File: src/hw/rtl/khtc_pkg.sv
// ----------------------------------------------------------------------------
// khtc_pkg
// Shared widths, codes and word types for the key hold/tap classifier.
// ----------------------------------------------------------------------------
package khtc_pkg;

  localparam int unsigned NumKeysDef   = 64;
  localparam int unsigned CountBitsDef = 16;
  localparam int unsigned QueueDepth   = 2;

  localparam int unsigned KeyW    = 6;
  localparam int unsigned ActW    = 2;
  localparam int unsigned TimeW   = 48;
  localparam int unsigned WinW    = 32;
  localparam int unsigned CfgW    = 64;
  localparam int unsigned CntOutW = 16;
  localparam int unsigned KindW   = 2;
  localparam int unsigned CfgIdxW = 3;

  localparam logic [ActW-1:0] ACT_DOWN  = 2'd0;
  localparam logic [ActW-1:0] ACT_UP    = 2'd1;
  localparam logic [ActW-1:0] ACT_OTHER = 2'd2;

  localparam logic [KindW-1:0] KIND_NONE = 2'd0;
  localparam logic [KindW-1:0] KIND_HOLD = 2'd1;
  localparam logic [KindW-1:0] KIND_TAP  = 2'd2;

  localparam logic [CfgIdxW-1:0] REG_WINDOW   = 3'd0;
  localparam logic [CfgIdxW-1:0] REG_OVERRIDE = 3'd1;
  localparam logic [CfgIdxW-1:0] REG_POL_LO   = 3'd2;
  localparam logic [CfgIdxW-1:0] REG_POL_HI   = 3'd3;
  localparam logic [CfgIdxW-1:0] REG_MODIFIER = 3'd4;

  localparam logic [WinW-1:0] WindowRst = 32'd500;

  typedef enum logic [1:0] {
    POL_COUNT  = 2'd0,
    POL_ALLOW  = 2'd1,
    POL_IGNORE = 2'd2
  } policy_e;

  typedef struct packed {
    logic [CfgW-1:0] override_mask;
    logic [CfgW-1:0] pol_lo;
    logic [CfgW-1:0] pol_hi;
    logic [CfgW-1:0] modifier_mask;
  } policy_cfg_t;

  // classified event word, front to back
  typedef struct packed {
    logic [KeyW-1:0]  key;
    logic [ActW-1:0]  act;
    logic [TimeW-1:0] tstamp;
    logic             in_range;
    policy_e          pol;
  } event_t;

  typedef struct packed {
    logic [KeyW-1:0]    key;
    logic [ActW-1:0]    act;
    logic [TimeW-1:0]   tstamp;
    logic [CntOutW-1:0] count;
    logic [KindW-1:0]   kind;
  } result_t;

endpackage

File: src/hw/rtl/khtc_fifo.sv
// ----------------------------------------------------------------------------
// khtc_fifo
// Small register queue, one push (while not full) and one pop (while not empty) per cycle.
// ----------------------------------------------------------------------------
module khtc_fifo #(
  parameter int unsigned Width = 8,
  parameter int unsigned Depth = khtc_pkg::QueueDepth
) (
  input  logic             clk_i,
  input  logic             rst_ni,
  input  logic             push_i,
  input  logic [Width-1:0] data_i,
  output logic             full_o,
  input  logic             pop_i,
  output logic [Width-1:0] data_o,
  output logic             empty_o
);

  localparam int unsigned PtrW = (Depth > 1) ? $clog2(Depth) : 1;
  localparam int unsigned CntW = $clog2(Depth + 1);

  logic [Width-1:0] mem_q [Depth];
  logic [PtrW-1:0]  wr_ptr_q, wr_ptr_d, rd_ptr_q, rd_ptr_d;
  logic [CntW-1:0]  cnt_q, cnt_d;
  logic             do_push, do_pop;

  assign full_o  = (cnt_q == CntW'(Depth));
  assign empty_o = (cnt_q == '0);
  assign do_push = push_i && !full_o;
  assign do_pop  = pop_i && !empty_o;
  assign data_o  = mem_q[rd_ptr_q];

  always_comb begin
    wr_ptr_d = wr_ptr_q;
    rd_ptr_d = rd_ptr_q;
    cnt_d    = cnt_q;
    if (do_push) begin
      wr_ptr_d = (wr_ptr_q == PtrW'(Depth - 1)) ? '0 : wr_ptr_q + 1'b1;
    end
    if (do_pop) begin
      rd_ptr_d = (rd_ptr_q == PtrW'(Depth - 1)) ? '0 : rd_ptr_q + 1'b1;
    end
    case ({do_push, do_pop})
      2'b10:   cnt_d = cnt_q + 1'b1;
      2'b01:   cnt_d = cnt_q - 1'b1;
      default: cnt_d = cnt_q;
    endcase
  end

  always_ff @(posedge clk_i or negedge rst_ni) begin
    if (!rst_ni) begin
      wr_ptr_q <= '0;
      rd_ptr_q <= '0;
      cnt_q    <= '0;
    end else begin
      wr_ptr_q <= wr_ptr_d;
      rd_ptr_q <= rd_ptr_d;
      cnt_q    <= cnt_d;
    end
  end

  always_ff @(posedge clk_i) begin
    if (do_push) begin
      mem_q[wr_ptr_q] <= data_i;
    end
  end

endmodule

File: src/hw/rtl/khtc_front.sv
// ----------------------------------------------------------------------------
// khtc_front
// Accepts key events, resolves key policy and action code, queues the word.
// ----------------------------------------------------------------------------
module khtc_front #(
  parameter int unsigned NumKeys = khtc_pkg::NumKeysDef
) (
  input  logic                         clk_i,
  input  logic                         rst_ni,
  input  logic                         push,
  output logic                         full,
  input  logic [khtc_pkg::KeyW-1:0]    key_code_i,
  input  logic [khtc_pkg::ActW-1:0]    action_i,
  input  logic [khtc_pkg::TimeW-1:0]   time_ms_i,
  input  khtc_pkg::policy_cfg_t        cfg_i,
  input  logic                         q_pop_i,
  output logic                         q_empty_o,
  output khtc_pkg::event_t             q_item_o
);

  localparam logic [khtc_pkg::KeyW:0] NumKeysW = (khtc_pkg::KeyW + 1)'(NumKeys);

  logic [1:0]       pol_code;
  logic [5:0]       pol_bit;
  khtc_pkg::event_t ev;

  always_comb begin
    pol_bit  = {key_code_i[4:0], 1'b0};
    pol_code = key_code_i[5] ? cfg_i.pol_hi[pol_bit +: 2] : cfg_i.pol_lo[pol_bit +: 2];

    ev.key      = key_code_i;
    ev.tstamp   = time_ms_i;
    ev.in_range = ({1'b0, key_code_i} < NumKeysW);
    // unknown action code travels as "other"
    ev.act = (action_i == khtc_pkg::ACT_DOWN || action_i == khtc_pkg::ACT_UP) ?
             action_i : khtc_pkg::ACT_OTHER;

    if (cfg_i.override_mask[key_code_i]) begin
      case (pol_code)
        2'(khtc_pkg::POL_ALLOW):  ev.pol = khtc_pkg::POL_ALLOW;
        2'(khtc_pkg::POL_IGNORE): ev.pol = khtc_pkg::POL_IGNORE;
        default:                  ev.pol = khtc_pkg::POL_COUNT;
      endcase
    end else if (cfg_i.modifier_mask[key_code_i]) begin
      ev.pol = khtc_pkg::POL_IGNORE;
    end else begin
      ev.pol = khtc_pkg::POL_COUNT;
    end
  end

  khtc_fifo #(
    .Width ($bits(khtc_pkg::event_t)),
    .Depth (khtc_pkg::QueueDepth)
  ) u_queue (
    .clk_i   (clk_i),
    .rst_ni  (rst_ni),
    .push_i  (push),
    .data_i  (ev),
    .full_o  (full),
    .pop_i   (q_pop_i),
    .data_o  (q_item_o),
    .empty_o (q_empty_o)
  );

endmodule

File: config.mk
export PLATFORM = sky130hd
export DESIGN_NAME = khtc_front
export DESIGN_NICKNAME = d
export VERILOG_FILES = /design/src/hw/rtl/khtc_pkg.sv /design/src/hw/rtl/khtc_fifo.sv /design/src/hw/rtl/khtc_front.sv
export SDC_FILE = /design/constraint.sdc
export NUM_CORES = 1
export LEC_CHECK = 0
export BUFFER_PORTS_ARGS = -buffer_cell sky130_fd_sc_hd__buf_2
export CORE_AREA = 2 2 145 147
export DETAILED_ROUTE_END_ITERATION = 10
export DIE_AREA = 0 0 147 149
export PLACE_DENSITY = 0.71
export SYNTH_ARGS = -nofsm -noshare
export SYNTH_HDL_FRONTEND = slang
export SYNTH_HIERARCHICAL = 1
export SYNTH_SLANG_ARGS = --single-unit
File: constraint.sdc
create_clock -name clk_i -period 6.81 [get_ports clk_i]
set_input_delay 0.681 -clock clk_i [delete_from_list [all_inputs] [get_ports clk_i]]
set_output_delay 0.681 -clock clk_i [all_outputs]
set_load 0.01 [all_outputs]
# [Word level (Yosys, flattened, before mapping)]
# Memories as Yosys holds them, arrays and structs flattened.
# Index checks and enable logic that the tools add are counted.
# Widths: inputs -> output; s select.
[op_classes] n_addsub=4 n_lt_le_gt_ge=1 n_eq_ne=6 shifts=2 mux=14 reduce_logical=8
[op_table] cell="$shiftx 64x7->2" count=2
[op_table] cell="$bmux 1 s6" count=2
[op_table] cell="$mux 2" count=4
[op_table] cell="$pmux 2 s2" count=2
[op_table] cell="$lt 6x7->1 const B" count=1
[op_table] cell="$eq 2x1->1 const B" count=3
[op_table] cell="$eq 2x2->1 const B" count=3
[op_table] cell="$mux 1" count=6
[op_table] cell="$logic_not 2->1" count=2
[op_table] cell="$add 1x1->1 const B" count=2
[op_table] cell="$add 2x1->2 const B" count=1
[op_table] cell="$logic_and 1x1->1" count=2
[op_table] cell="$logic_not 1->1" count=2
[op_table] cell="$reduce_bool 2->1" count=1
[op_table] cell="$sub 2x1->2 const B" count=1
[op_table] cell="$logic_or 1x1->1" count=1
[word_totals] reg_bits=4 ram_bits=116 inputBits=316 elab_cells=39 n_memories=1
[memory_table] memory="u_queue.mem_q" depth=2 word_bits=58 read_ports=1 rd_ports_with_merged_regs=0 write_ports=1 line_no="khtc_fifo.sv:22" text="logic [Width-1:0] mem_q [Depth];"

# [Logic depth before layout (Yosys ltp)]
# Gate-level depths: netlist (run 1).
[depth] depth_word=5 mapped_depth=9 mapped_depth_nobuf=6

# [Cells and area by module]
# The synthesis (run 1) kept the hierarchy.
[modules_own_cells] module="khtc_fifo" instances=1 cells_each=202 area_each_um2=4757.1 seq_area_each_um2=3643.5
[modules_own_cells] module="khtc_front" instances=1 cells_each=161 area_each_um2=2172.1 seq_area_each_um2=0.0

# [Least setup slack after synthesis (run 1)]
# No wires, ideal clock.
[synth_path] kind="input-to-reg" startpoint="input push" endpoint="memory u_queue/mem_q[0][0] (netlist bit) (enable)" setup_time_ns=0.476 arrival_ns=3.244 required_ns=6.334 slack_ns=3.090 path_stages=2 path_buffers=0 path_cell_list="nand2_1 -> nor2_1"
[synth_between] elab_chain_cells=3
[synth_rtl] item="start: declaration" line_no="khtc_front.sv:10" text="input logic push,"
[synth_rtl] item="$logic_and 1x1->1" line_no="khtc_fifo.sv:29" text="assign do_push = push_i && !full_o;"
[synth_rtl] item="$mux 1" line_no="khtc_fifo.sv:63" text="if (do_push) begin"
[synth_rtl] item="$mux 1 (implied by the code)" line_no="khtc_fifo.sv:64" text="mem_q[wr_ptr_q] <= data_i;"
[synth_rtl] item="end: declaration" line_no="khtc_fifo.sv:22"
# Every way passes these cells.

==> results of run 1 <==
final cells by class:
cell class / instances / area, um2 / share of cell area, %
Sequential cell: 122 / 3650 / 38.7
Clock buffer: 19 / 433 / 4.59
Clock inverter: 10 / 57.6 / 0.611
Tap cell: 275 / 344 / 3.65
Antenna cell: 3 / 7.51 / 0.0796
Multi-Input combinational cell: 210 / 3020 / 32.1
Inverter: 2 / 7.51 / 0.0796
Timing Repair Buffer: 379 / 1910 / 20.2
metal layers:
metal | track usage (%) | vias up | wire, um | share of wire (%)
met3 | 7.40 | 41 | 2310 | 10
met4 | 7.79 | 2 | 769 | 3.5
li1 | - | 2285 | - | -
met2 | 33.1 | 317 | 11200 | 51
met1 | 22.3 | 2515 | 7820 | 35
met5 | 0 | - | 13 | 0.059
sequential cells by signal, summed over array words and instances, names as in the netlist:
name and count:
u_queue/mem_q 118, u_queue/wr_ptr_q 1, u_queue/rd_ptr_q 1, u_queue/cnt_q 2
worst paths after layout:
kind                                              start                             end  slack, ns  cells past startpoint
hold reg to reg            u_queue/cnt_q[1]$_DFFE_PN0P_    u_queue/cnt_q[1]$_DFFE_PN0P_       0.52                      1
max in group asynchronous                        rst_ni    u_queue/rd_ptr_q$_DFFE_PN0P_       6.57                      1
setup / recovery                          key_code_i[5]   u_queue/mem_q[1][0]$_DFFE_PP_       3.79                      6
setup reg to reg           u_queue/cnt_q[0]$_DFFE_PN0P_   u_queue/mem_q[0][0]$_DFFE_PP_       4.67                      4
min in group clk_i                        time_ms_i[46]  u_queue/mem_q[1][49]$_DFFE_PP_       0.46                      1
hold / removal                                   rst_ni    u_queue/rd_ptr_q$_DFFE_PN0P_       0.09                      1
critical path: cells and delay by family:
family,cells,cell delay [ns]
buffers and inverters,1,0.78
AO/OA/AOI/OAI,2,0.32
multiplexers,1,0.65
AND/OR/NAND/NOR,2,0.79
cells in the final DEF (no fill, tap or decap), types with 2 or more instances in the layout:
cell type,instances
a211oi_1,2
a21oi_1,6
a22oi_1,17
buf_2,375
buf_4,4
clkbuf_1,2
clkbuf_16,17
clkinv_2,6
clkinvlp_4,2
conb_1,2
dfrtp_1,3
diode_2,3
edfxtp_1,118
inv_1,2
mux2_2,2
mux2_4,59
mux2i_1,10
mux4_1,15
mux4_2,51
nand2_1,9
nand2b_1,3
nand3_1,4
nor2_1,6
nor2b_1,4
o21ai_0,2
xnor2_1,3
xor2_1,2
cell families (layout without fill, tap and decap cells):
logic type	count (synthesis)	in the layout	share of synthesized area [%]
muxes	137	137	36.8
DFF	122	122	52.6
and+or+nand+nor	34	34	2.62
buffers and inverters	32	410	3.97
AOI/OAI and AO/OA	31	31	3.14
xor gates and xnor gates	5	5	0.632
adders and majority gates	1	1	0.181
other	1	5	0.0541
metrics by stage:
| stage | cells | util, % |
|---|---|---|
| final | 1020 | 45.9 |
| after global routing | 1019 | 45.8 |
| after CTS | 1017 | 45.8 |
| after detailed placement | 988 | 43.4 |
| after global placement | 988 | 43.4 |
| after floorplan | 364 | - |
power by group through the flow:
stage,clock (mW),sequential [mW],combinational (mW)
finish,0.735,1.11,1.03
global route,0.788,1.13,1.10
CTS,0.759,1.12,1.05
detailed placement,0,1.13,1.04
global placement,0,1.12,1.03
floorplan,0,1.09,0.772
==> results.yml, run 1 <==
outcome:
  outcome: "finished clean"
power:
  cellPowerDensity_mw_per_mm2: 306
  total_power_mw: 2.88
  p_seq_share_pct: 38.6
  pwr-share-comb_pct: 35.8
  switchingPower_uw: 848
  ir_drop_mv: 0.170
  p_sw_share_pct: 29.5
  clkPwrFrac_pct: 25.5
  p_leak_nw: 4.08
  p_int_mw: 2.03
synth:
  synth_area_per_cell_um2: 19.1
  synth.ff_latch_count: 122
  netlist_instances: 363
  synth-warning-count: 6
  synth_top_area_share_pct: 51.1
  ys.flop_type: "edfxtp_1"
  synth.top_cells.by_count: "118 x edfxtp_1, 59 x mux2_4, 51 x mux4_2"
  ys_async_sr_fraction_pct: 3.28
  synth_cell_type_count: 39
  ys_seq_area_share_pct: 52.6
  synth-edff-count: 118
  synth.largest_area_cell: "edfxtp_1"
  synth_area_leaders: "edfxtp_1 51%, mux4_2 17%, mux2_4 13%"
  netlist_area_mm2: 0.00693
  yosysMostFrequentCell: "edfxtp_1"
cells_and_area:
  drive_above_1_share_pct: 70.5
  area_growth_pct: 36.0
  fill_cells: 1864
  finish.instance_area_mm2: 0.00943
  final_nets: 1049
timing:
  finalCriticalPeriod_ns: 3.02
  whs_ns: 0.0922
  fin_skew_ns: 0.0110
  tns_ns: 0
  slew_violations: 0
  hold_violations: 0
  slew_headroom_pct: 29.5
  fin_crit_sh_pct: 44.3
  setup_viol: 0
  setup_ws_ns: 3.79
  rsz0062_at_grt: "false"
  fmax_mhz: 332
  worst_slew_pin_slew_ns: 1.06
job:
  maxCapViolations: 0
route:
  ant_nets: 0
  drtIter0Drc: 354
  firstDrtPassIters: 4
  wl_um: 22100
  drc: 0
  vias: 5160
  wl_per_cell_um: 21.6
  vias_per_cell: 5.06
setup_path:
  cp.arrival_ns: 3.24
  worstSetupStartpointType: "input pin"
  cp-end-kind: "flip-flop"
  critPathMaxFanout: 38
  cpPeakStageDelay_ns: 0.78
  timing.critical_path.cells: "buf_2 > mux4_1 > a22oi_1 > a21oi_1 > or4_4 > nor3_1"
  crit_slowest_cell: "buf_2"
  critical_path_class: "in -> reg"
  required_ns: 7.03
cts:
  cts_setup_buffers: 0
  ctsHtreeMaxLevel: 4
  cts_sinks: 122
  clkTransAtPathRegs_ns: 0.05
  cts_tree: "done"
  cts-buffers-inserted: 17
  cts.hold.buffers_added: 0
  post_cts_resized: 0
  clock_latency_ns: 0.40
  clock_path_buffers: 2
  root_buffer: "clkbuf_16"
floorplan:
  die-area_mm2: 0.0219
  fp.dieW_um: 147
  start_util_pct: 33.7
  fp-row-count: 53
  die_h_um: 149
  core_mm2: 0.0206
  pin_count: 377
place:
  dpl.hpwl_um: 17900
  place.gp.congestion: 0.895
  placed_area_mm2: 0.00893
  portBuffers: 376
  pre_cts_slack_ns: 3.35
grt:
  grt_pass1_vias: 5075
  grt_pass1_wl_um: 30400
  grt_max_degree: 69
  antenna_found_initial: 6
  track_usage_pct: 19.4
  grt-ovfl-total: 0
min_path:
  hold_class: "in -> async"
Note: power is estimated with default switching activity, not from simulation.
==> inputs of run 2 (changes only) <==
--- a/config.mk
+++ b/config.mk
@@ -5,11 +5,12 @@
 export SDC_FILE = /design/constraint.sdc
 export NUM_CORES = 1
 export LEC_CHECK = 0
+export ABC_AREA = 1
 export BUFFER_PORTS_ARGS = -buffer_cell sky130_fd_sc_hd__buf_2
 export CORE_AREA = 2 2 145 147
 export DETAILED_ROUTE_END_ITERATION = 10
 export DIE_AREA = 0 0 147 149
-export PLACE_DENSITY = 0.71
+export PLACE_DENSITY = 0.73
 export SYNTH_ARGS = -nofsm -noshare
 export SYNTH_HDL_FRONTEND = slang
 export SYNTH_HIERARCHICAL = 1
==> constraint.sdc (replaced) <==
create_clock -name clk_i -period 3 [get_ports clk_i]
set_input_delay 0.3 -clock clk_i [delete_from_list [all_inputs] [get_ports clk_i]]
set_output_delay 0.3 -clock clk_i [all_outputs]
set_load 0.01 [all_outputs]
==> run 2 against run 1 <==
Die area did not move. Clock skew up 0.0010 ns. Highest routed layer is now met4. Global-route usage is 2.2 points higher. Largest cell class unchanged. Power rose by 130%. Core utilization is 1.5 points higher. Non-clock buffer count rose by 12. Flip-flop and latch count is the same.
==> results.yml, run 2 <==
synth:
  synth_area_per_cell_um2: 7.71
  yosysMostFrequentCell: "nand2_1"
  synth.top_cells.by_count: "499 x nand2_1, 224 x nand3_1, 118 x edfxtp_1"
  ys.flop_type: "edfxtp_1"
  synth_top_area_share_pct: 48.8
  synth.largest_area_cell: "edfxtp_1"
  synth-warning-count: 6
  synth_area_leaders: "edfxtp_1 49%, nand2_1 26%, nand3_1 15%"
  ys_async_sr_fraction_pct: 3.28
  netlist_area_mm2: 0.00726
  synth-edff-count: 118
  synth.ff_latch_count: 122
  synth_cell_type_count: 21
  ys_seq_area_share_pct: 50.2
  netlist_instances: 942
setup_path:
  cp_num_cells: 4
  cp-end-kind: "output pin"
  cpMostUsedCell: "nand2_1"
  timing.critical_path.cells: "buf_4 > nand2_1 > nand2_1 > buf_2"
  cpLargestDelayFamily: "buffers and inverters"
  critical_path_class: "reg -> out"
  cp_num_buf_inv: 2
  cp.arrival_ns: 1.90
  crit_slowest_cell: "dfrtp_2"
  cpPeakStageDelay_ns: 0.54
  critPathMaxFanout: 52
  worstSetupStartpointType: "flip-flop"
  required_ns: 2.70
  reg2regPathDepth: 3
floorplan:
  pin_count: 377
  core_mm2: 0.0206
  start_util_pct: 35.3
  fp.dieW_um: 147
  die-area_mm2: 0.0219
  fp-row-count: 53
  die_h_um: 149
grt:
  antenna_found_initial: 3
  grt-ovfl-total: 0
  grt_max_degree: 99
  track_usage_pct: 21.7
  grt_pass1_vias: 7324
  grt_pass1_wl_um: 36900
min_path:
  hold-path-cell-count: 1
  hold_class: "in -> reg"
cells_and_area:
  finish.instance_area_mm2: 0.00973
  area_growth_pct: 33.9
  drive_above_1_share_pct: 33.3
  final_common_cell: "nand2_1"
  largest_register_ffs: 118
  largestRegisters: "u_queue/mem_q: 118 flops, u_queue/cnt_q: 2 flops"
  fill_cells: 2014
  largest_register: "u_queue/mem_q"
  final_core_util_pct: 47.3
  mostFrequentLayoutCells: "499 x nand2_1, 375 x buf_2, 224 x nand3_1"
  final_cells: 1577
  final_nets: 1603
cts:
  ctsHtreeMaxLevel: 4
  cts_sinks: 122
  cts-buffers-inserted: 17
  cts_tree: "done"
  clkTransAtPathRegs_ns: 0.06
  root_buffer: "clkbuf_16"
  clock_latency_ns: 0.41
  cts_setup_buffers: 0
  clock_path_buffers: 2
  post_cts_resized: 0
timing:
  setup_viol: 0
  fin_skew_ns: 0.0120
  rsz0062_at_grt: "false"
  hold_violations: 0
  whs_ns: 0.0790
  slew_headroom_pct: 55.9
  setup_ws_ns: 0.798
  worst_slew_pin_slew_ns: 0.662
  fmax_mhz: 454
  fin_crit_sh_pct: 73.4
  finalCriticalPeriod_ns: 2.20
  tns_ns: 0
  slew_violations: 0
job:
  maxCapViolations: 0
power:
  clkPwrFrac_pct: 27.3
  pwr-share-comb_pct: 35.5
  switchingPower_mw: 2.39
  p_seq_share_pct: 37.2
  p_sw_share_pct: 36.2
  ir_drop_mv: 0.406
  p_leak_nw: 4.86
  total_power_mw: 6.60
  p_int_mw: 4.21
  cellPowerDensity_mw_per_mm2: 678
place:
  place.gp.congestion: 0.884
  place_inst: 1541
  pre_cts_slack_ns: 0.756
  dpl.hpwl_um: 17700
  placed_area_mm2: 0.00918
  portBuffers: 376
route:
  firstDrtPassIters: 5
  ant_nets: 0
  vias: 7605
  wl_per_cell_um: 15.3
  drc: 0
  vias_per_cell: 4.82
  drtIter0Drc: 444
  wl_um: 24200
outcome:
  outcome: "finished clean"
run 2: cell count changes after synthesis, sizes merged, moves of 3 or more:
cell,before,now
a21oi,6,1
a22oi,17,0
buf,22,60
inv,2,18
mux2,61,0
mux2i,10,0
mux4,66,0
nand2,9,499
nand2b,3,0
nand3,4,224
nor2,7,3
nor2b,5,0
run 2: metal layers:
layer | global-route usage (%) | wire, um | vias to the layer above
met3 | 4.25 | 1630 | 43
met5 | 0 | 0 | -
met1 | 25.1 | 9480 | 3409
met4 | 8.51 | 680 | 0
li1 | - | - | 3805
met2 | 39.6 | 12400 | 348
run 2: worst register-to-register path, delay by kind of cell (launching register included):
kind	cells	cell delay, ns
compound gates	1	0.18
buf+inv	1	0.33
flops	1	0.44
simple gates	1	0.41
run 2: logic make-up (layout without fill, tap and decap cells):
kind of cell	Yosys count	count (layout)	synth area share, %
flops	122	122	50.2
compound gates	4	4	0.275
xor+xnor	1	1	0.121
simple gates	728	728	41.6
fa+ha+maj	1	1	0.172
buf+inv	85	441	7.63
other cells	1	5	0.0516
run 2: power groups by stage:
| stage | Clock [mW] | Combinational, mW | Sequential (mW) |
|---|---|---|---|
| 2_1_floorplan | 0 | 1.50 | 2.46 |
| 6_report | 1.80 | 2.34 | 2.45 |
| 4_1_cts | 1.84 | 2.39 | 2.46 |
| 3_5_place_dp | 0 | 2.38 | 2.49 |
| 5_1_grt | 1.93 | 2.63 | 2.49 |
| 3_3_place_gp | 0 | 2.35 | 2.48 |
run 2: final timing paths:
| path | from | end | slack [ns] |
|---|---|---|---|
| max in group asynchronous | rst_ni | u_queue/rd_ptr_q$_DFFE_PN0P_ | 2.60 |
| worst max-delay path | u_queue/rd_ptr_q$_DFFE_PN0P_ | q_item_o[18] | 0.80 |
| min in group asynchronous | rst_ni | u_queue/wr_ptr_q$_DFFE_PN0N_ | 0.26 |
| worst max register to register | u_queue/cnt_q[0]$_DFFE_PN0P_ | u_queue/mem_q[1][22]$_DFFE_PP_ | 1.26 |
| worst min register to register | u_queue/wr_ptr_q$_DFFE_PN0N_ | u_queue/wr_ptr_q$_DFFE_PN0N_ | 0.51 |
| worst min-delay path | time_ms_i[33] | u_queue/mem_q[0][36]$_DFFE_PP_ | 0.08 |
run 2: layout make-up:
| class | instances | area, um2 | share of cell area (%) |
|---|---|---|---|
| clock inverters | 14 | 98.8 | 1.02 |
| multi-input cells | 736 | 3080 | 31.6 |
| diodes | 3 | 7.51 | 0.0772 |
| flip-flops and latches | 122 | 3640 | 37.5 |
| repair buffers | 391 | 2050 | 21.1 |
| inverters | 18 | 77.6 | 0.797 |
| well taps | 275 | 344 | 3.54 |
| clock buffers | 18 | 429 | 4.41 |
run 2: repair_timing:
action	4_1_cts	5_1_grt
hold endpoints to repair	4	0
hold buffers	1	0
endpoints found under the setup margin	0	0
